===== src/rtl/bwh_pkg.sv =====
// Shared constants, codes and control types for the bit window histogram block.
// Used by the controller, the datapath and the top level; depends on nothing.
package bwh_pkg;

  localparam int OP_W          = 2;
  localparam int INDEX_W       = 8;
  localparam int FIELD_W       = 48;
  localparam int WINDOW_BITS_W = 4;
  localparam int MAX_RUN_W     = 6;
  localparam int LIMIT_W       = 48;
  localparam int CFG_ADDR_W    = 2;
  localparam int CFG_DATA_W    = 48;
  localparam int IN_TDATA_W    = 16;
  localparam int OUT_TDATA_W   = 200;
  localparam int OUT_PAD_W     = OUT_TDATA_W - 4 * FIELD_W - 1;

  localparam logic [OP_W-1:0] OP_PUSH     = 2'd0;
  localparam logic [OP_W-1:0] OP_READ_BIN = 2'd1;
  localparam logic [OP_W-1:0] OP_READ_RUN = 2'd2;
  localparam logic [OP_W-1:0] OP_CLEAR    = 2'd3;

  localparam logic [CFG_ADDR_W-1:0] CFG_WINDOW_BITS  = 2'd0;
  localparam logic [CFG_ADDR_W-1:0] CFG_MAX_RUN      = 2'd1;
  localparam logic [CFG_ADDR_W-1:0] CFG_SAMPLE_LIMIT = 2'd2;

  localparam logic [WINDOW_BITS_W-1:0] WINDOW_BITS_RST = 4'd1;
  localparam logic [MAX_RUN_W-1:0]     MAX_RUN_RST     = 6'd32;

  typedef struct packed {
    logic accept;
    logic push_upd;
    logic clr_scalars;
    logic clr_we;
    logic bin_rd;
    logic bin_wr;
    logic run_rd;
    logic run_wr;
    logic load_out;
  } bwh_cmd_t;

  typedef struct packed {
    logic [OP_W-1:0] op;
    logic            at_limit;
  } bwh_sts_t;

endpackage


===== src/rtl/bwh_ctrl.sv =====
// Sequencing state machine: clearing sweep, decode, run counter loop and result load.
// Depends on bwh_pkg; drives the datapath through bwh_cmd_t and reads bwh_sts_t.
module bwh_ctrl #(
  parameter int WINDOW_MAX = 8,
  parameter int MAX_RUN    = 32,
  parameter int LEN_W      = $clog2(MAX_RUN + 1),
  parameter int RUN_AW     = (MAX_RUN > 1) ? $clog2(MAX_RUN) : 1,
  parameter int SWEEP      = ((1 << WINDOW_MAX) > MAX_RUN) ? (1 << WINDOW_MAX) : MAX_RUN,
  parameter int SW_AW      = $clog2(SWEEP)
) (
  input  logic                clk,
  input  logic                rst_n,
  input  logic                in_tvalid,
  output logic                in_tready,
  output logic                out_tvalid,
  input  logic                out_tready,
  input  bwh_pkg::bwh_sts_t   sts,
  input  logic [LEN_W-1:0]    loop_len,
  output bwh_pkg::bwh_cmd_t   cmd,
  output logic [RUN_AW-1:0]   run_j,
  output logic [SW_AW-1:0]    clr_addr
);
  import bwh_pkg::*;

  localparam logic [2:0] S_CLEAR  = 3'd0;
  localparam logic [2:0] S_IDLE   = 3'd1;
  localparam logic [2:0] S_DECODE = 3'd2;
  localparam logic [2:0] S_RUN    = 3'd3;
  localparam logic [2:0] S_DONE   = 3'd4;

  logic [2:0]       state_r, state_nxt;
  logic [LEN_W-1:0] j_r, j_nxt;
  logic             pend_r, pend_nxt;
  logic             binrd_r, binrd_nxt;
  logic             binwr_r, binwr_nxt;
  logic [SW_AW-1:0] clr_cnt_r, clr_cnt_nxt;
  logic             clr_resp_r, clr_resp_nxt;
  logic             out_valid_r, out_valid_nxt;
  logic             rd_go;

  always_comb begin
    state_nxt     = state_r;
    j_nxt         = j_r;
    pend_nxt      = pend_r;
    binrd_nxt     = binrd_r;
    binwr_nxt     = binwr_r;
    clr_cnt_nxt   = clr_cnt_r;
    clr_resp_nxt  = clr_resp_r;
    out_valid_nxt = out_valid_r && !out_tready;
    cmd           = '0;
    in_tready     = 1'b0;
    rd_go         = j_r < loop_len;
    case (state_r)
      S_CLEAR: begin
        cmd.clr_we = 1'b1;
        if (clr_cnt_r == SW_AW'(SWEEP - 1)) begin
          clr_cnt_nxt = '0;
          state_nxt   = clr_resp_r ? S_DONE : S_IDLE;
        end else begin
          clr_cnt_nxt = clr_cnt_r + SW_AW'(1);
        end
      end
      S_IDLE: begin
        in_tready = !out_valid_r || out_tready;
        if (in_tvalid && in_tready) begin
          cmd.accept = 1'b1;
          state_nxt  = S_DECODE;
        end
      end
      S_DECODE: begin
        case (sts.op)
          OP_PUSH: begin
            if (sts.at_limit) begin
              state_nxt = S_DONE;
            end else begin
              cmd.push_upd = 1'b1;
              j_nxt        = '0;
              pend_nxt     = 1'b0;
              binrd_nxt    = 1'b1;
              binwr_nxt    = 1'b0;
              state_nxt    = S_RUN;
            end
          end
          OP_READ_BIN: begin
            cmd.bin_rd = 1'b1;
            state_nxt  = S_DONE;
          end
          OP_READ_RUN: begin
            cmd.run_rd = 1'b1;
            state_nxt  = S_DONE;
          end
          default: begin
            cmd.clr_scalars = 1'b1;
            clr_resp_nxt    = 1'b1;
            clr_cnt_nxt     = '0;
            state_nxt       = S_CLEAR;
          end
        endcase
      end
      S_RUN: begin
        cmd.run_rd = rd_go;
        cmd.run_wr = pend_r;
        cmd.bin_rd = binrd_r;
        cmd.bin_wr = binwr_r;
        pend_nxt   = rd_go;
        binrd_nxt  = 1'b0;
        binwr_nxt  = binrd_r;
        if (rd_go) begin
          j_nxt = j_r + LEN_W'(1);
        end
        if (!rd_go && !binrd_r) begin
          state_nxt = S_DONE;
        end
      end
      S_DONE: begin
        cmd.load_out  = 1'b1;
        out_valid_nxt = 1'b1;
        clr_resp_nxt  = 1'b0;
        state_nxt     = S_IDLE;
      end
      default: begin
        state_nxt = S_IDLE;
      end
    endcase
  end

  always_ff @(posedge clk) begin
    if (!rst_n) begin
      state_r     <= S_CLEAR;
      j_r         <= '0;
      pend_r      <= 1'b0;
      binrd_r     <= 1'b0;
      binwr_r     <= 1'b0;
      clr_cnt_r   <= '0;
      clr_resp_r  <= 1'b0;
      out_valid_r <= 1'b0;
    end else begin
      state_r     <= state_nxt;
      j_r         <= j_nxt;
      pend_r      <= pend_nxt;
      binrd_r     <= binrd_nxt;
      binwr_r     <= binwr_nxt;
      clr_cnt_r   <= clr_cnt_nxt;
      clr_resp_r  <= clr_resp_nxt;
      out_valid_r <= out_valid_nxt;
    end
  end

  assign out_tvalid = out_valid_r;
  assign run_j      = j_r[RUN_AW-1:0];
  assign clr_addr   = clr_cnt_r;

endmodule


===== config.mk =====
export PLATFORM = sky130hd
export DESIGN_NAME = bwh_ctrl
export DESIGN_NICKNAME = d
export VERILOG_FILES = /design/src/rtl/bwh_pkg.sv /design/src/rtl/bwh_ctrl.sv
export SDC_FILE = /design/constraint.sdc
export NUM_CORES = 1
export LEC_CHECK = 0
export BUFFER_PORTS_ARGS = -buffer_cell sky130_fd_sc_hd__buf_2
export CORE_MARGIN = 5
export CORE_UTILIZATION = 55
export CTS_BUF_LIST = sky130_fd_sc_hd__clkbuf_8
export DETAILED_ROUTE_END_ITERATION = 8
export PLACE_DENSITY = 0.92
export RECOVER_POWER = 25
export SLEW_MARGIN = 20
export SYNTH_ARGS = -nofsm -noshare
export SYNTH_HDL_FRONTEND = slang
export SYNTH_SLANG_ARGS = --single-unit

===== constraint.sdc =====
create_clock -name clk -period 3.7 [get_ports clk]
set_input_delay 0.555 -clock clk [delete_from_list [all_inputs] [get_ports clk]]
set_output_delay 0.555 -clock clk [all_outputs]
set_load 0.005 [all_outputs]

==> results.toml, run 1 <==
[status]
status = "finished clean"

[grt]
use_met2_pct = 28.2
grt_max_degree = 27
gr-total-overflow = 0
grt_use_met1_pct = 24.6
grt_usage_pct = 17.8
busiest_layer = "met2"
grt_pass1_wl_um = 5090
grt_antenna_before_repair = 0
use_met3_pct = 3.14
grt_pass1_vias = 1149

[timing]
period_share_pct = 71.1
hold_viol = 0
drv_slew = 0
max_freq_ghz = 0.380
relSlewSlack_pct = 63.8
setup_ws_ns = 1.07
clock_skew_ns = 0.00393
rsz0062_at_grt = "no"
period_minus_slack_ns = 2.63
max_slew.worst_pin.slew_ns = 0.542
finalSetupViolCount = 0
fin_setup_tns_ns = 0

[clock_network]
cts_made_buffers = 3
post_cts_buffers = 0
cts_tree = "yes"
cts_sinks = 22
clk_pin_slew_ns = 0.08
htreeDepth = 1
clockBufferDepth = 2
ctsResizeCount = 0
clock_latency_ns = 0.27
root_buffer = "clkbuf_8"
cts-hold-fix-buffers = 0

[power_and_ir_drop]
peakVddDrop_uv = 219
power_per_cell_area_mw_per_mm2 = 274
p_leak_uw = 0.000784

[drt]
vias = 1319
ant_nets = 0
drtPass1Iterations = 4
wire_per_inst_um = 12.7
drt_iter0_markers = 57
wl_um = 3020
viasPerCell = 5.54
drcViolationCount = 0

[setup_path]
timing.rr.end = "state_r[1]"
r2r_slack_ns = 1.64
path_class = "input port to output pin"
slowest_delay_ns = 0.31
worst-path-stages = 9
startpoint_type = "input port"
rr_worst_depth = 6
critPathMaxFanout = 8
cp_cell_sequence = "buf_2, inv_1, ha_1, a21o_1, a211o_1, a41oi_2, buf_4, a21o_1, buf_2"
reg2reg_from = "j_r[4]"
cp.required_ns = 3.14
crit_start = "loop_len[4]"
crit_buf_inv = 4
critical-path-slowest-cell = "ha_1"
critPathCaptureType = "output pin"
critical_path_arrival_ns = 2.08
cp_top_family = "compound AO/OA/AOI/OAI gates"

[logic_synthesis]
yosysUniqueCellTypes = 42
yosys_warnings = 0
synth.net_count = 202
synth_area_leaders = "dfxtp_1, ha_1, nor2b_1"
synth_cells = 178
ys_ff_latch = 22
synth_top_area_share_pct = 30.4
ys_seq_area_share_pct = 30.4
synth.cell_area_mm2 = 0.00145
synth_top_cell_by_area = "dfxtp_1"
synth-async-reset-ratio_pct = 0
avgSynthCellArea_um2 = 8.13
ys.flop_type = "dfxtp_1"
synth-edff-count = 0

[worst_hold_path]
hp-class = "register to register"
hp-start = "j_r[0]"
min_path_cells = 2
holdPathEnd = "j_r[0]"

[final_layout]
multi_input_area_um2 = 895
fill_cells = 216
finalNetCount = 233
drive_gt1_share_pct = 17.8
mostFrequentLayoutCells = "buf_2, dfxtp_1, nand2_1, nor2_1, nor2b_1"
final_common_cell = "buf_2"
seq_area_um2 = 440
area_growth_pct = 13.7
diodes = 0

[floorplan]
die_x_um = 61.3
start_util_pct = 57.9
die_height_um = 61.3
die_area_mm2 = 0.00376
core_mm2 = 0.00250
rows = 18
io_pins = 37

[placed_design]
hpwlAfterDp_um = 2280
place_ws_ns = 1.06
gp_congestion = 0.768
port_buffers = 36

[flow_run]
cap_violations = 0
## Yosys cell counts (all sizes together) (4+ instances only)
cell,n
a21oi,8
and3,5
buf,9
dfxtp,22
ha,11
inv,11
nand2,16
nand2b,4
nand3,5
nand3b,5
nor2,14
nor2b,12
nor3b,5
o21ai,14
xnor2,4
## cell families after synthesis
| kind of cell | synth area share [%] |
|---|---|
| AOI/OAI and AO/OA | 15.6 |
| xor gates and xnor gates | 3.02 |
| adders and majority gates | 9.51 |
| buffers and inverters | 7.78 |
| DFF | 30.4 |
| muxes | 1.73 |
| and+or+nand+nor | 32.0 |
## registers in the layout, summed over array words and instances, names as in the netlist
name	cells
binrd_r	1
binwr_r	1
clr_addr	8
clr_resp_r	1
j_r	6
out_tvalid	1
pend_r	1
state_r	3
## worst min-delay path, stage by stage, from the launching register on
cell     delay, ns
dfxtp_1       0.36
nand2_1       0.07
o21ai_1       0.05
## layer usage
metal	vias up	share of wire, %
li1	677	-
met1	597	46
met2	42	46
met3	3	7.6
met4	0	0.83
met5	-	0
## how the worst max path moves through the flow
| stage | endpoint |
|---|---|
| 6_report | cmd[2] |
| 5_1_grt | cmd[2] |
| 4_1_cts | cmd[2] |
| 3_5_place_dp | cmd[2] |
| 3_3_place_gp | cmd[2] |
| 2_1_floorplan | cmd[2] |
## power by group
group | leakage, uW | internal [uW] | switching, uW | total, uW
Sequential | 0.000178 | 239 | 3.33 | 243
Combinational | 0.000578 | 15.5 | 17.9 | 33.3
Clock | 0.0000288 | 95.0 | 79.4 | 174
Total | 0.000784 | 350 | 101 | 451
## stage by stage
stage | total power, uW | util (%) | cells | instance area (um2) | hold slack, ns
after detailed placement | 282 | 64.1 | 234 | 1600 | 0.508
final | 451 | 65.9 | 238 | 1650 | 0.519
after CTS | 453 | 66.3 | 238 | 1660 | 0.524
after global routing | 465 | 65.9 | 238 | 1650 | 0.550
after floorplan | 268 | - | 178 | 1450 | 0.471
after global placement | 281 | 64.1 | 234 | 1600 | 0.497
## layout make-up
type / instances / area share, %
Inverter: 11 / 2.51
Sequential cell: 22 / 26.7
Clock buffer: 4 / 3.34
Timing Repair Buffer: 37 / 10.8
Multi-Input combinational cell: 134 / 54.3
Tap cell: 30 / 2.28
(Power assumes the default switching activity.)
==> run 2: changes to the inputs <==
--- a/config.mk
+++ b/config.mk
@@ -7,10 +7,10 @@
 export LEC_CHECK = 0
 export BUFFER_PORTS_ARGS = -buffer_cell sky130_fd_sc_hd__buf_2
 export CORE_MARGIN = 5
-export CORE_UTILIZATION = 55
+export CORE_UTILIZATION = 49
 export CTS_BUF_LIST = sky130_fd_sc_hd__clkbuf_8
 export DETAILED_ROUTE_END_ITERATION = 8
-export PLACE_DENSITY = 0.92
+export PLACE_DENSITY = 0.88
 export RECOVER_POWER = 25
 export SLEW_MARGIN = 20
 export SYNTH_ARGS = -nofsm -noshare
==> constraint.sdc (replaced) <==
create_clock -name clk -period 2.4 [get_ports clk]
set_input_delay 0.36 -clock clk [delete_from_list [all_inputs] [get_ports clk]]
set_output_delay 0.36 -clock clk [all_outputs]
set_load 0.005 [all_outputs]
==> run 2 against run 1 <==
Net effect:
- clock power up 100%
- setup slack worse by 0.91 ns
- critical endpoint unchanged
- wire length up 7.8%
==> results.toml, run 2 (same netlist as run 1, synthesis figures left out) <==
[clock_network]
cts_tree = "yes"
post_cts_buffers = 0
cts-hold-fix-buffers = 0
cts_made_buffers = 3
cts_sinks = 22
root_buffer = "clkbuf_8"
clockBufferDepth = 2
ctsResizeCount = 0
htreeDepth = 1
clk_pin_slew_ns = 0.08
clock_latency_ns = 0.27

[drt]
ant_nets = 0
drcViolationCount = 0
viasPerCell = 5.60
wl_um = 3250
wire_per_inst_um = 13.5
drtPass1Iterations = 4
drt_iter0_markers = 50
vias = 1343

[power_and_ir_drop]
p_int_uw = 617
power_per_cell_area_mw_per_mm2 = 466
power.switching_uw = 161
clkPwrFrac_pct = 45.3
p_comb_share_pct = 6.6
swShare_pct = 20.7
peakVddDrop_uv = 390
p_leak_uw = 0.000794
pwr-share-seq_pct = 48.1

[grt]
grt_antenna_before_repair = 0
grt_pass1_wl_um = 5660
grt_max_degree = 27
grt_usage_pct = 16.7
gr-total-overflow = 0
grt_pass1_vias = 1309

[final_layout]
mostFrequentLayoutCells = "buf_2, dfxtp_1, nand2_1, nor2_1, nor2b_1"
diodes = 0
final_common_cell = "buf_2"
area_growth_pct = 15.3
fill_cells = 267
finalNetCount = 234
final_util_pct = 59.5
seq_area_um2 = 440
largest_register_ffs = 8
multi_input_area_um2 = 895
drive_gt1_share_pct = 18.2

[worst_hold_path]
hp-class = "input port to register"
holdPathEnd = "out_tvalid"
hp-start = "out_tready"
min_path_cells = 3

[placed_design]
port_buffers = 36
gp_congestion = 0.850
hpwlAfterDp_um = 2430

[timing]
relSlewSlack_pct = 59.6
period_share_pct = 93.2
max_slew.worst_pin.slew_ns = 0.605
finalSetupViolCount = 0
drv_slew = 0
max_freq_ghz = 0.447
clock_skew_ns = 0.00117
fin_setup_tns_ns = 0
period_minus_slack_ns = 2.24
hold_viol = 0
rsz0062_at_grt = "no"

[setup_path]
critPathCaptureType = "output pin"
path_class = "register to output pin"
reg2reg_from = "j_r[4]"
rr_worst_depth = 6
r2r_slack_ns = 0.37
startpoint_type = "register"
critical_path_arrival_ns = 1.88
cp.required_ns = 2.04
timing.rr.end = "state_r[1]"
critPathMaxFanout = 6

[floorplan]
start_util_pct = 51.6
io_pins = 37
core_mm2 = 0.00281
die_height_um = 64.4
die_area_mm2 = 0.00414
rows = 19
die_x_um = 64.4

[status]
status = "finished clean"

[flow_run]
cap_violations = 0
## run 2: metrics by stage
| stage | hold WS, ns | power [uW] | instances | cell area (um2) | worst slack, ns |
|---|---|---|---|---|---|
| floorplan | 0.471 | 413 | 178 | 1450 | 0.421 |
| global placement | 0.502 | 433 | 236 | 1610 | 0.313 |
| detailed placement | 0.516 | 435 | 236 | 1610 | 0.277 |
| CTS | 0.435 | 780 | 240 | 1680 | 0.143 |
| global route | 0.433 | 806 | 240 | 1670 | 0.0530 |
| finish | 0.430 | 778 | 240 | 1670 | 0.162 |
## run 2: how the worst max path moves through the flow
stage	endpoint	slack, ns	cells past startpoint	start
after floorplan	cmd[2]	0.42	7	loop_len[4]
after global placement	state_r[1]	0.31	8	loop_len[4]
after detailed placement	state_r[1]	0.28	8	loop_len[4]
after CTS	cmd[2]	0.14	6	j_r[4]
after global routing	cmd[2]	0.05	6	j_r[4]
final	cmd[2]	0.16	6	j_r[4]
## run 2: worst max-delay path, cell delays in order (launching register included)
cell,delay (ns)
dfxtp_1,0.42
ha_1,0.29
a21o_1,0.18
a211o_1,0.29
a41oi_2,0.21
a21o_1,0.10
buf_2,0.11
## run 2: final cells by class
| class | instances | area share (%) |
|---|---|---|
| Clock inverter | 1 | 1.80 |
| Tap cell | 31 | 2.32 |
| Inverter | 11 | 2.47 |
| Clock buffer | 3 | 2.47 |
| Timing Repair Buffer | 38 | 10.9 |
| Multi-Input combinational cell | 134 | 53.6 |
| Sequential cell | 22 | 26.4 |
## run 2: power by group through the flow
stage | sequential [uW] | clock (uW) | combinational (uW)
global placement | 383 | 0 | 50.4
detailed placement | 383 | 0 | 52.0
CTS | 374 | 353 | 52.4
finish | 374 | 353 | 51.1
floorplan | 383 | 0 | 29.8
global route | 375 | 371 | 59.6
## run 2: metal layers
metal | track usage [%] | part of all wire (%)
met1 | 18.8 | 42
met3 | 3.85 | 3.4
met5 | 0 | 0
met4 | 3.96 | 0.71
met2 | 31.7 | 54
==> run 3: changes to the inputs <==
--- a/config.mk
+++ b/config.mk
@@ -6,9 +6,10 @@
 export NUM_CORES = 1
 export LEC_CHECK = 0
 export BUFFER_PORTS_ARGS = -buffer_cell sky130_fd_sc_hd__buf_2
+export CAP_MARGIN = 15
 export CORE_MARGIN = 5
 export CORE_UTILIZATION = 49
-export CTS_BUF_LIST = sky130_fd_sc_hd__clkbuf_8
+export CTS_BUF_LIST = sky130_fd_sc_hd__clkbuf_4
 export DETAILED_ROUTE_END_ITERATION = 8
 export PLACE_DENSITY = 0.88
 export RECOVER_POWER = 25
==> run 3 against run 2 <==
Net effect:
- hold slack worse by 0.058 ns
- cell area is 0.97% lower
- critical path depth unchanged
- wire length shrank 2.5%
- utilization shrank 0.58 points
- first-iteration DRC count grew 32%
- critical endpoint unchanged
- highest routed layer unchanged
==> results.toml, run 3 (same netlist as run 1, synthesis figures left out) <==
[status]
status = "finished clean"

[timing]
period_minus_slack_ns = 2.26
relSlewSlack_pct = 60.6
clock_skew_ns = 0.00377
max_slew.worst_pin.slew_ns = 0.590
drv_slew = 0
rsz0062_at_grt = "no"
hold_viol = 0
fin_setup_tns_ns = 0
finalSetupViolCount = 0
max_freq_ghz = 0.443
period_share_pct = 94.1

[clock_network]
root_buffer = "clkbuf_4"
post_cts_buffers = 0
cts_tree = "yes"
cts_sinks = 22
clockBufferDepth = 2
clk_pin_slew_ns = 0.13
cts_made_buffers = 3
htreeDepth = 1
clock_latency_ns = 0.32

[floorplan]
die_x_um = 64.4
io_pins = 37
start_util_pct = 51.6
core_mm2 = 0.00281
die_area_mm2 = 0.00414
die_height_um = 64.4
rows = 19

[power_and_ir_drop]
swShare_pct = 21.5
p_comb_share_pct = 7.1
p_int_uw = 563
pwr-share-seq_pct = 52.2
peakVddDrop_uv = 370
p_leak_uw = 0.000792
clkPwrFrac_pct = 40.6
finalPower_uw = 718
power.switching_uw = 154
power_per_cell_area_mw_per_mm2 = 434

[final_layout]
finalNetCount = 234
mostFrequentLayoutCells = "buf_2, dfxtp_1, nand2_1, nor2_1, nor2b_1"
final_util_pct = 58.9
final_common_cell = "buf_2"
diodes = 0
instances_no_fill = 240
area_growth_pct = 14.2
stdcell_area_mm2 = 0.00165
largest_register_ffs = 8
drive_gt1_share_pct = 19.1

[drt]
ant_nets = 0
drcViolationCount = 0
wl_um = 3170
viasPerCell = 5.61
drt_iter0_markers = 66
drtPass1Iterations = 4
vias = 1347
wire_per_inst_um = 13.2

[setup_path]
rr_worst_depth = 6
critPathCaptureType = "output pin"
reg2reg_from = "j_r[4]"
timing.rr.end = "state_r[1]"
r2r_slack_ns = 0.41
startpoint_type = "register"
critPathMaxFanout = 6
path_class = "register to output pin"
critical_path_arrival_ns = 1.90
cp.required_ns = 2.04

[placed_design]
dpl_cell_area_mm2 = 0.00161
dpl.cell_count = 236
gp_congestion = 0.850
port_buffers = 36
hpwlAfterDp_um = 2430

[grt]
grt_pass1_wl_um = 5560
grt_antenna_before_repair = 0
grt_max_degree = 27
grt_usage_pct = 16.7
grt_pass1_vias = 1277
gr-total-overflow = 0

[flow_run]
cap_violations = 0

[worst_hold_path]
min_path_cells = 3
hp-start = "out_tready"
holdPathEnd = "out_tvalid"
hp-class = "input port to register"
[run 3: critical path, cell delays in order, from the launching register on]
cell and delay (ns):
dfxtp_2 0.37, ha_1 0.30, a21o_1 0.18, a211o_1 0.29
a41oi_2 0.22, a21o_1 0.11, buf_2 0.11
[run 3: metrics by stage]
step,setup slack [ns],hold WS (ns)
final,0.142,0.372
after global routing,0.0429,0.361
after CTS,0.0642,0.363
after detailed placement,0.277,0.516
after global placement,0.313,0.502
after floorplan,0.421,0.471
[run 3: timing repair]
action,4_1_cts,5_1_grt
endpoints found under the setup margin,0,1
gates resized for setup,0,1
hold buffers,0,0
[run 3: power by group through the flow]
stage | registers, uW | logic, uW | clock network [uW]
2_1_floorplan | 383 | 29.8 | 0
3_3_place_gp | 383 | 50.4 | 0
3_5_place_dp | 383 | 52.0 | 0
4_1_cts | 375 | 52.4 | 298
5_1_grt | 376 | 59.5 | 311
6_report | 375 | 51.2 | 291
[run 3: worst max path at each step]
stage | depth (start not counted) | to | startpoint | slack [ns]
finish | 6 | cmd[2] | j_r[4] | 0.14
global route | 6 | cmd[2] | j_r[4] | 0.04
CTS | 6 | cmd[2] | j_r[4] | 0.06
detailed placement | 8 | state_r[1] | loop_len[4] | 0.28
global placement | 8 | state_r[1] | loop_len[4] | 0.31
floorplan | 7 | cmd[2] | loop_len[4] | 0.42
[run 3: routing by layer]
| metal | up-vias | part of all wire (%) | track usage (%) |
|---|---|---|---|
| met4 | 0 | 1.4 | 7.12 |
| met2 | 27 | 53 | 30.3 |
| li1 | 676 | - | - |
| met5 | - | 0 | 0 |
| met3 | 5 | 3.8 | 3.85 |
| met1 | 639 | 42 | 18.4 |
[run 3: cell type report]
class / count / area, um2
clock inverters: 1 / 30.0
multi-input cells: 134 / 895
flip-flops and latches: 22 / 442
repair buffers: 38 / 184
clock buffers: 3 / 22.5
well taps: 31 / 38.8
inverters: 11 / 41.3
fillers: 266 / 1150
